**src/rtl/pwc_pkg.sv**
```systemverilog
`timescale 1ns / 1ps

package pwc_pkg;

    // Field widths.
    localparam int unsigned CountWidth = 16;
    localparam int unsigned SegWidth   = 8;
    localparam int unsigned RegIdxWidth = 2;

    // Saturation value of the 16-bit quiet counter.
    localparam logic [CountWidth-1:0] Max16 = 16'hFFFF;

    // Active-low seven-segment patterns.
    localparam logic [SegWidth-1:0] SEG_P = 8'h8C;
    localparam logic [SegWidth-1:0] SEG_H = 8'h89;
    localparam logic [SegWidth-1:0] SEG_L = 8'hC7;

    // Reset values of the configuration registers and the measured half period.
    localparam logic [CountWidth-1:0] FastDivReset   = 16'd50;
    localparam logic [CountWidth-1:0] MediumDivReset = 16'd250;
    localparam logic [CountWidth-1:0] SlowDivReset   = 16'd1250;
    localparam logic [CountWidth-1:0] TimeoutReset   = 16'd500;
    localparam logic [CountWidth-1:0] HalfReset      = 16'd200;

    // Configuration register indexes.
    typedef enum logic [RegIdxWidth-1:0] {
        REG_FAST_DIVISOR   = 2'd0,
        REG_MEDIUM_DIVISOR = 2'd1,
        REG_SLOW_DIVISOR   = 2'd2,
        REG_TIMEOUT_LIMIT  = 2'd3
    } reg_idx_t;

    // Input item: one timer tick.
    typedef struct packed {
        logic probe_level;
    } in_item_t;

    // Result item.
    typedef struct packed {
        logic                  fast_wave;
        logic                  medium_wave;
        logic                  slow_wave;
        logic                  is_wave;
        logic [SegWidth-1:0]   segment_code;
        logic [CountWidth-1:0] half_period;
    } out_item_t;

    // Configuration write item.
    typedef struct packed {
        reg_idx_t              index;
        logic [CountWidth-1:0] data;
    } cfg_item_t;

endpackage

```
**src/rtl/pwc_stream_if.sv**
```systemverilog
`timescale 1ns / 1ps

// Valid/ready channel carrying one item of payload_t.
interface pwc_stream_if #(
    parameter type payload_t = logic
);
    logic     valid;
    logic     ready;
    payload_t payload;

    modport source (
        output valid,
        output payload,
        input  ready
    );

    modport sink (
        input  valid,
        input  payload,
        output ready
    );
endinterface

```
**src/rtl/probe_wave_classifier_core.sv**
```systemverilog
`timescale 1ns / 1ps

// Logic probe with three built-in test square waves. Every item on the probe
// channel is one timer tick with the sampled probe level, and it produces
// exactly one result item: the three test wave levels, the wave/steady
// verdict, a seven-segment code (P, H or L) and the last measured half period.
// An item is taken in every cycle unless a result waits on a stalled consumer:
// the whole update is one step of counter, increment and compare logic that
// writes the state and the result register at the same edge, so the result is
// registered in the cycle after its tick and the next tick can enter as it is
// taken. Input ready drops only while a result is held by the consumer.
// Configuration writes are accepted in every cycle and must be issued only while no tick is in flight.
module probe_wave_classifier_core (
    input  logic            clk,
    input  logic            rst_n,
    pwc_stream_if.sink      probe,
    pwc_stream_if.source    result,
    pwc_stream_if.sink      cfg
);

    localparam int unsigned W = pwc_pkg::CountWidth;

    // Configuration registers.
    logic [W-1:0] fast_div_reg;
    logic [W-1:0] medium_div_reg;
    logic [W-1:0] slow_div_reg;
    logic [W-1:0] timeout_reg;

    // Classifier state.
    logic [W-1:0] fast_cnt_reg,   fast_cnt_next;
    logic [W-1:0] medium_cnt_reg, medium_cnt_next;
    logic [W-1:0] slow_cnt_reg,   slow_cnt_next;
    logic [2:0]   levels_reg,     levels_next;
    logic [W-1:0] quiet_reg,      quiet_next;
    logic [W-1:0] half_reg,       half_next;
    logic         prev_probe_reg, prev_probe_next;
    logic         flag_reg,       flag_next;

    // Result register.
    logic                out_valid_reg;
    pwc_pkg::out_item_t  out_data_reg, out_data_next;

    logic         in_acc;
    logic         probe_bit;
    logic         edge_seen;
    logic [W:0]   fast_inc, medium_inc, slow_inc;
    logic [W:0]   threshold;
    logic [W-1:0] quiet_inc;

    // Handshakes.
    assign probe.ready    = !out_valid_reg || result.ready;
    assign cfg.ready      = 1'b1;
    assign in_acc         = probe.valid && probe.ready;
    assign result.valid   = out_valid_reg;
    assign result.payload = out_data_reg;
    assign probe_bit      = probe.payload.probe_level;

    // Configuration writes.
    always_ff @(posedge clk or negedge rst_n)
    begin
        if (!rst_n)
        begin
            fast_div_reg   <= pwc_pkg::FastDivReset;
            medium_div_reg <= pwc_pkg::MediumDivReset;
            slow_div_reg   <= pwc_pkg::SlowDivReset;
            timeout_reg    <= pwc_pkg::TimeoutReset;
        end
        else if (cfg.valid)
        begin
            unique case (cfg.payload.index)
                pwc_pkg::REG_FAST_DIVISOR:   fast_div_reg   <= cfg.payload.data;
                pwc_pkg::REG_MEDIUM_DIVISOR: medium_div_reg <= cfg.payload.data;
                pwc_pkg::REG_SLOW_DIVISOR:   slow_div_reg   <= cfg.payload.data;
                pwc_pkg::REG_TIMEOUT_LIMIT:  timeout_reg    <= cfg.payload.data;
                default: ;
            endcase
        end
    end

    // Test wave dividers: a counter that reaches or passes its divisor
    // toggles the wave and restarts from zero.
    always_comb
    begin
        fast_inc    = {1'b0, fast_cnt_reg} + 17'd1;
        medium_inc  = {1'b0, medium_cnt_reg} + 17'd1;
        slow_inc    = {1'b0, slow_cnt_reg} + 17'd1;
        levels_next = levels_reg;

        fast_cnt_next = fast_inc[W-1:0];
        if (fast_inc >= {1'b0, fast_div_reg})
        begin
            fast_cnt_next  = '0;
            levels_next[0] = ~levels_reg[0];
        end

        medium_cnt_next = medium_inc[W-1:0];
        if (medium_inc >= {1'b0, medium_div_reg})
        begin
            medium_cnt_next = '0;
            levels_next[1]  = ~levels_reg[1];
        end

        slow_cnt_next = slow_inc[W-1:0];
        if (slow_inc >= {1'b0, slow_div_reg})
        begin
            slow_cnt_next  = '0;
            levels_next[2] = ~levels_reg[2];
        end
    end

    // Edge detection, quiet counting and the wave verdict.
    always_comb
    begin
        edge_seen       = probe_bit != prev_probe_reg;
        quiet_inc       = (quiet_reg == pwc_pkg::Max16) ? quiet_reg : quiet_reg + 16'd1;
        threshold       = {1'b0, half_reg} + {3'b000, half_reg[W-1:2]};
        quiet_next      = quiet_inc;
        half_next       = half_reg;
        prev_probe_next = prev_probe_reg;
        flag_next       = flag_reg;

        if (edge_seen)
        begin
            // The gap since the last edge is the quiet count plus this tick.
            half_next       = quiet_inc;
            quiet_next      = '0;
            prev_probe_next = probe_bit;
            flag_next       = 1'b1;
        end
        else
        begin
            if (flag_reg && ({1'b0, quiet_inc} > threshold))
            begin
                flag_next = 1'b0;
            end
            if (quiet_inc >= timeout_reg)
            begin
                flag_next = 1'b0;
            end
        end
    end

    // Result assembly from the updated state.
    always_comb
    begin
        out_data_next.fast_wave   = levels_next[0];
        out_data_next.medium_wave = levels_next[1];
        out_data_next.slow_wave   = levels_next[2];
        out_data_next.is_wave     = flag_next;
        out_data_next.half_period = half_next;
        if (flag_next)
        begin
            out_data_next.segment_code = pwc_pkg::SEG_P;
        end
        else if (probe_bit)
        begin
            out_data_next.segment_code = pwc_pkg::SEG_H;
        end
        else
        begin
            out_data_next.segment_code = pwc_pkg::SEG_L;
        end
    end

    // State update on every accepted item.
    always_ff @(posedge clk or negedge rst_n)
    begin
        if (!rst_n)
        begin
            fast_cnt_reg   <= '0;
            medium_cnt_reg <= '0;
            slow_cnt_reg   <= '0;
            levels_reg     <= 3'b111;
            quiet_reg      <= '0;
            half_reg       <= pwc_pkg::HalfReset;
            prev_probe_reg <= 1'b0;
            flag_reg       <= 1'b0;
        end
        else if (in_acc)
        begin
            fast_cnt_reg   <= fast_cnt_next;
            medium_cnt_reg <= medium_cnt_next;
            slow_cnt_reg   <= slow_cnt_next;
            levels_reg     <= levels_next;
            quiet_reg      <= quiet_next;
            half_reg       <= half_next;
            prev_probe_reg <= prev_probe_next;
            flag_reg       <= flag_next;
        end
    end

    // Result valid flag.
    always_ff @(posedge clk or negedge rst_n)
    begin
        if (!rst_n)
        begin
            out_valid_reg <= 1'b0;
        end
        else if (in_acc)
        begin
            out_valid_reg <= 1'b1;
        end
        else if (result.ready)
        begin
            out_valid_reg <= 1'b0;
        end
    end

    // Result payload; loaded only when a new item is taken.
    always_ff @(posedge clk)
    begin
        if (in_acc)
        begin
            out_data_reg <= out_data_next;
        end
    end

    // An accepted item always leaves a result waiting in the next cycle.
    assert property (@(posedge clk) disable iff (!rst_n)
        in_acc |=> out_valid_reg)
        else $error("accepted item produced no result");

    // The P pattern is shown exactly when the wave verdict is set.
    assert property (@(posedge clk) disable iff (!rst_n)
        out_valid_reg |->
            (out_data_reg.is_wave == (out_data_reg.segment_code == pwc_pkg::SEG_P)))
        else $error("segment code disagrees with wave verdict");

    // A set wave flag never sits above the 1.25 half period threshold.
    assert property (@(posedge clk) disable iff (!rst_n)
        flag_reg |-> ({1'b0, quiet_reg} <= threshold))
        else $error("wave flag held past the quiet threshold");

    // A tick without an edge advances the quiet counter by one below saturation.
    assert property (@(posedge clk) disable iff (!rst_n)
        (in_acc && !edge_seen && quiet_reg != pwc_pkg::Max16) |=>
            (quiet_reg == $past(quiet_reg) + 16'd1))
        else $error("quiet counter did not advance");

    // An edge restarts the quiet counter.
    assert property (@(posedge clk) disable iff (!rst_n)
        (in_acc && edge_seen) |=> (quiet_reg == '0 && flag_reg))
        else $error("edge did not restart quiet counting");

endmodule

```
**src/flat_wrapper.sv**
```systemverilog
// flat-port wrapper written by rule: the top's interface ports become plain ports
module probe_wave_classifier_core_flat 
  (clk, rst_n, probe_valid, probe_payload, probe_ready, result_valid, result_payload, result_ready, cfg_valid, cfg_payload, cfg_ready);
  pwc_stream_if #(.payload_t(pwc_pkg::in_item_t)) probe_i ();
  pwc_stream_if #(.payload_t(pwc_pkg::out_item_t)) result_i ();
  pwc_stream_if #(.payload_t(pwc_pkg::cfg_item_t)) cfg_i ();
  input  logic clk;
  input  logic rst_n;
  input wire logic [$bits(probe_i.valid)-1:0] probe_valid;
  input wire logic [$bits(probe_i.payload)-1:0] probe_payload;
  output wire logic [$bits(probe_i.ready)-1:0] probe_ready;
  output wire logic [$bits(result_i.valid)-1:0] result_valid;
  output wire logic [$bits(result_i.payload)-1:0] result_payload;
  input wire logic [$bits(result_i.ready)-1:0] result_ready;
  input wire logic [$bits(cfg_i.valid)-1:0] cfg_valid;
  input wire logic [$bits(cfg_i.payload)-1:0] cfg_payload;
  output wire logic [$bits(cfg_i.ready)-1:0] cfg_ready;
  assign probe_i.valid = probe_valid;
  assign probe_i.payload = probe_payload;
  assign probe_ready = probe_i.ready;
  assign result_valid = result_i.valid;
  assign result_payload = result_i.payload;
  assign result_i.ready = result_ready;
  assign cfg_i.valid = cfg_valid;
  assign cfg_i.payload = cfg_payload;
  assign cfg_ready = cfg_i.ready;
  probe_wave_classifier_core u_core (.clk(clk), .rst_n(rst_n), .probe(probe_i), .result(result_i), .cfg(cfg_i));
endmodule
```
**config.mk**
```make
export PLATFORM = sky130hd
export DESIGN_NAME = probe_wave_classifier_core_flat
export DESIGN_NICKNAME = d
export VERILOG_FILES = /design/src/rtl/pwc_pkg.sv /design/src/rtl/pwc_stream_if.sv /design/src/rtl/probe_wave_classifier_core.sv /design/src/flat_wrapper.sv
export SDC_FILE = /design/constraint.sdc
export NUM_CORES = 1
export LEC_CHECK = 0
export BUFFER_PORTS_ARGS = -buffer_cell sky130_fd_sc_hd__buf_2
export CORE_ASPECT_RATIO = 0.8
export CORE_MARGIN = 4
export CORE_UTILIZATION = 62
export DETAILED_ROUTE_END_ITERATION = 12
export PLACE_DENSITY = 0.81
export SYNTH_ARGS = -nofsm -noshare
export SYNTH_HDL_FRONTEND = slang
export SYNTH_SLANG_ARGS = --single-unit
```
**constraint.sdc**
```tcl
create_clock -name clk -period 4.4 [get_ports clk]
set_input_delay 0.44 -clock clk [delete_from_list [all_inputs] [get_ports clk]]
set_output_delay 0.44 -clock clk [all_outputs]
set_load 0.01 [all_outputs]
```
==> flow_summary_export.csv <==
group,metric,value,unit
run_status,status,"finished clean",
global_route,antenna_found_initial,0,
clock_tree,cts_resized,0,
synthesis,syn-cell-area,10650,um2
floorplanning,die_w,154.5,um
synthesis,ys_seq_elements,174,
min_path,hold_path.class,"in -> async",
sta,max_slew.worst_pin.slew,0.9320,ns
sta,finalClockSkew,0.009976,ns
place,dp_hpwl,17.39,mm
worst_setup_path,r2r_cells,15,
global_route,grt_max_degree,85,
cells_and_area,largest_register_ffs,24,
cells_and_area,fill_cells,1266,
worst_setup_path,arrival,4.37,ns
drt,drc_errors,0,
clock_tree,cts_buffer_depth,2,
clock_tree,clk_pin_slew,0.06,ns
worst_setup_path,path_max_fanout,6,
floorplanning,num_rows,42,
drt,drt_first_pass_iters,5,
drt,ant_nets,0,
place,portBuffers,50,
clock_tree,numCtsBuffers,17,
sta,final_hold_viol_count,0,
synthesis,synth_cell_type_count,65,
floorplanning,dieArea,19350,um2
synthesis,synth_compound_area_share,13.65,%
pwr,leakagePower,5.646,nW
cells_and_area,diodes,0,
sta,setup_violations,0,
drt,wl_per_cell,17.88,um
sta,relSlewSlack,37.72,%
synthesis,synth_cells,1123,
worst_setup_path,worstPathRequired,4.58,ns
drt,vias,8429,
clock_tree,clock_sinks,174,
worst_setup_path,reg2reg_to,"u_core.result.payload[18]",
worst_setup_path,r2r-start,"u_core.half_reg[2]",
cells_and_area,final_cell_mix,"nand2_1, dfrtp_1, ha_1",
synthesis,synth_edf_count,24,
synthesis,synth_fa_ha_area_share,11.70,%
synthesis,synth-xor-area-share,5.415,%
synthesis,yosys.area_share.simple,15.56,%
global_route,grt_pass1_wl,41.36,mm
synthesis,synth_top_family_by_area,"simple AND/OR/NAND/NOR gates",
cells_and_area,areaGrowthSynthToFinish,9.855,%
sta,period_needed,4.189,ns
cells_and_area,nNetsFinal,1285,
pwr,ir_worst_vdd,0.0003353,V
place,place.gp.congestion,0.9042,
worst_setup_path,cp-endpoint,"u_core.result.payload[18]",
clock_tree,cts_tree,"built",
clock_tree,htreeDepth,4,
sta,slew_viol_final,0,
worst_setup_path,critPathKind,"reg -> reg",
floorplanning,start_util,63.74,%
cells_and_area,drive_gt1_share,15.66,%
drt,wl_met3,1.795,mm
synthesis,synthMuxAreaShare,5.932,%
worst_setup_path,slowest_stage,"dfrtp_1",
worst_setup_path,crit_path_max_incr_delay,0.42,ns
drt,vias_per_cell,6.042,
worst_setup_path,startpoint,"u_core.half_reg[2]",
synthesis,synthArstFlopShare,86.21,%
global_route,grt.total_usage,26.48,%
pwr,total_power,5.009,mW
pwr,powerDensity,428.0,nW/um2
sta,final.setup.worst_slack,0.2107,ns
sta,max_freq,238.7,MHz
drt,wl_met1,11.66,mm
worst_setup_path,r2r_slack,0.21,ns
clock_tree,holdBufCountCts,0,
floorplanning,io_pins,55,
floorplanning,core_area,16710,um2
drt,drt_iter0_markers,659,
worst_setup_path,endpoint_kind,"flop",
synthesis,ys_warn_count,0,
worst_setup_path,worst_setup_path_start_kind,"flop",
floorplanning,die_h,125.2,um
drt,dr_wl_met2,11.11,mm
synthesis,ys_seq_area_share,42.31,%
clock_tree,insertion_delay,0.44,ns
clock_tree,root_buffer,"clkbuf_16",
clock_tree,post_cts_buffers,0,
drt,wirelength,24.94,mm
global_route,grt_pass1_vias,8203,
drt,top_layer_used,"met4",
sta,post-route-period-util,95.21,%
flow_run,cap_violations,0,
global_route,overflow,0,
worst_setup_path,cp_cell_sequence,"ha_1 > fa_1 > a211oi_1 > o21ai_0 > a32oi_1 > nand2b_1 > a21oi_1 > xor2_1 > ha_1 > nand2_1 > nor4_1 > a21boi_0 > o41ai_1 > o2111ai_2 > nand3_1",
cells_and_area,final_common_cell,"nand2_1",
place,pre_cts_ws,0.2273,ns
synthesis,synthFlopType,"dfrtp_1",
synthesis,synth.avg_cell_area,9.485,um2
worst_setup_path,crit_top_cell,"ha_1",
-- per-layer routing --
layer | vias up | global-route usage [%]
met2 | 284 | 40.73
met3 | 31 | 4.594
met4 | 0 | 7.840
met5 | - | 0
met1 | 4096 | 38.77
li1 | 4018 | -
-- worst min path at each step --
| stage | from | to | slack (ns) | cells after the start |
|---|---|---|---|---|
| 2_1_floorplan | rst_n | u_core.fast_cnt_reg[0] | 0.14 | 0 |
| 3_3_place_gp | u_core.medium_cnt_reg[15] | u_core.medium_cnt_reg[15] | 0.47 | 2 |
| 3_5_place_dp | u_core.flag_reg | u_core.flag_reg | 0.48 | 2 |
| 4_1_cts | rst_n | u_core.slow_cnt_reg[9] | 0.08 | 1 |
| 5_1_grt | rst_n | u_core.slow_cnt_reg[11] | 0.11 | 1 |
| 6_report | rst_n | u_core.slow_cnt_reg[11] | 0.04 | 1 |
-- Yosys cell counts, types with 29 or more instances --
cell      number  share of area (%)
nand2_1      159                5.6
o21ai_0       94                4.4
clkbuf_1      30                1.1
xor2_1        36                3.0
nand3_1       38                1.8
nand4_1       29                1.7
dfrtp_1      124                 29
inv_1         95                3.3
a21oi_1       50                2.3
ha_1          98                 12
mux2_2        49                5.2
nor2_1        46                1.6
-- metrics by stage --
step	utilization [%]	hold slack (ns)	area, um2	std cells	setup TNS [ns]
2_1_floorplan	-	0.1444	10660	1125	0
3_3_place_gp	66.42	0.4733	11100	1363	0
3_5_place_dp	66.42	0.4844	11100	1363	0
4_1_cts	69.94	0.08132	11690	1395	0
5_1_grt	70.02	0.1051	11700	1395	-0.01596
6_report	70.02	0.04204	11700	1395	0
-- logic make-up (layout without fill, tap and decap cells) --
family	Yosys count	after routing
simple gates	350	350
compound gates	235	235
flops	174	174
buf+inv	141	191
fa+ha+maj	99	99
xor+xnor	65	65
mux	57	57
other cells	2	4
-- power by group --
group / total (mW) / switching [mW] / leakage, nW / internal (mW)
clock network: 1.52 / 0.648 / 0.296 / 0.875
registers: 2.18 / 0.220 / 2.10 / 1.96
logic: 1.31 / 0.762 / 3.25 / 0.548
total: 5.01 / 1.63 / 5.65 / 3.38
-- worst max-delay path: cells and delay by family, from the launching register on --
kind                       cells  cell delay (ns)
adders and majority gates      3             0.95
xor gates and xnor gates       1             0.11
DFF                            1             0.42
and+or+nand+nor                4             0.70
AOI/OAI and AO/OA              7             1.73
-- area by class of cell --
class	count	area (um2)	area share [%]
multi-input combinational	810	5617	48.00
sequential	174	4507	38.52
clock buffer	24	513.0	4.384
inverter	96	360.3	3.080
timing repair buffer	63	354.1	3.026
tap	220	275.3	2.352
clock inverter	8	75.07	0.6416
Power figures use the tool's default switching activity.
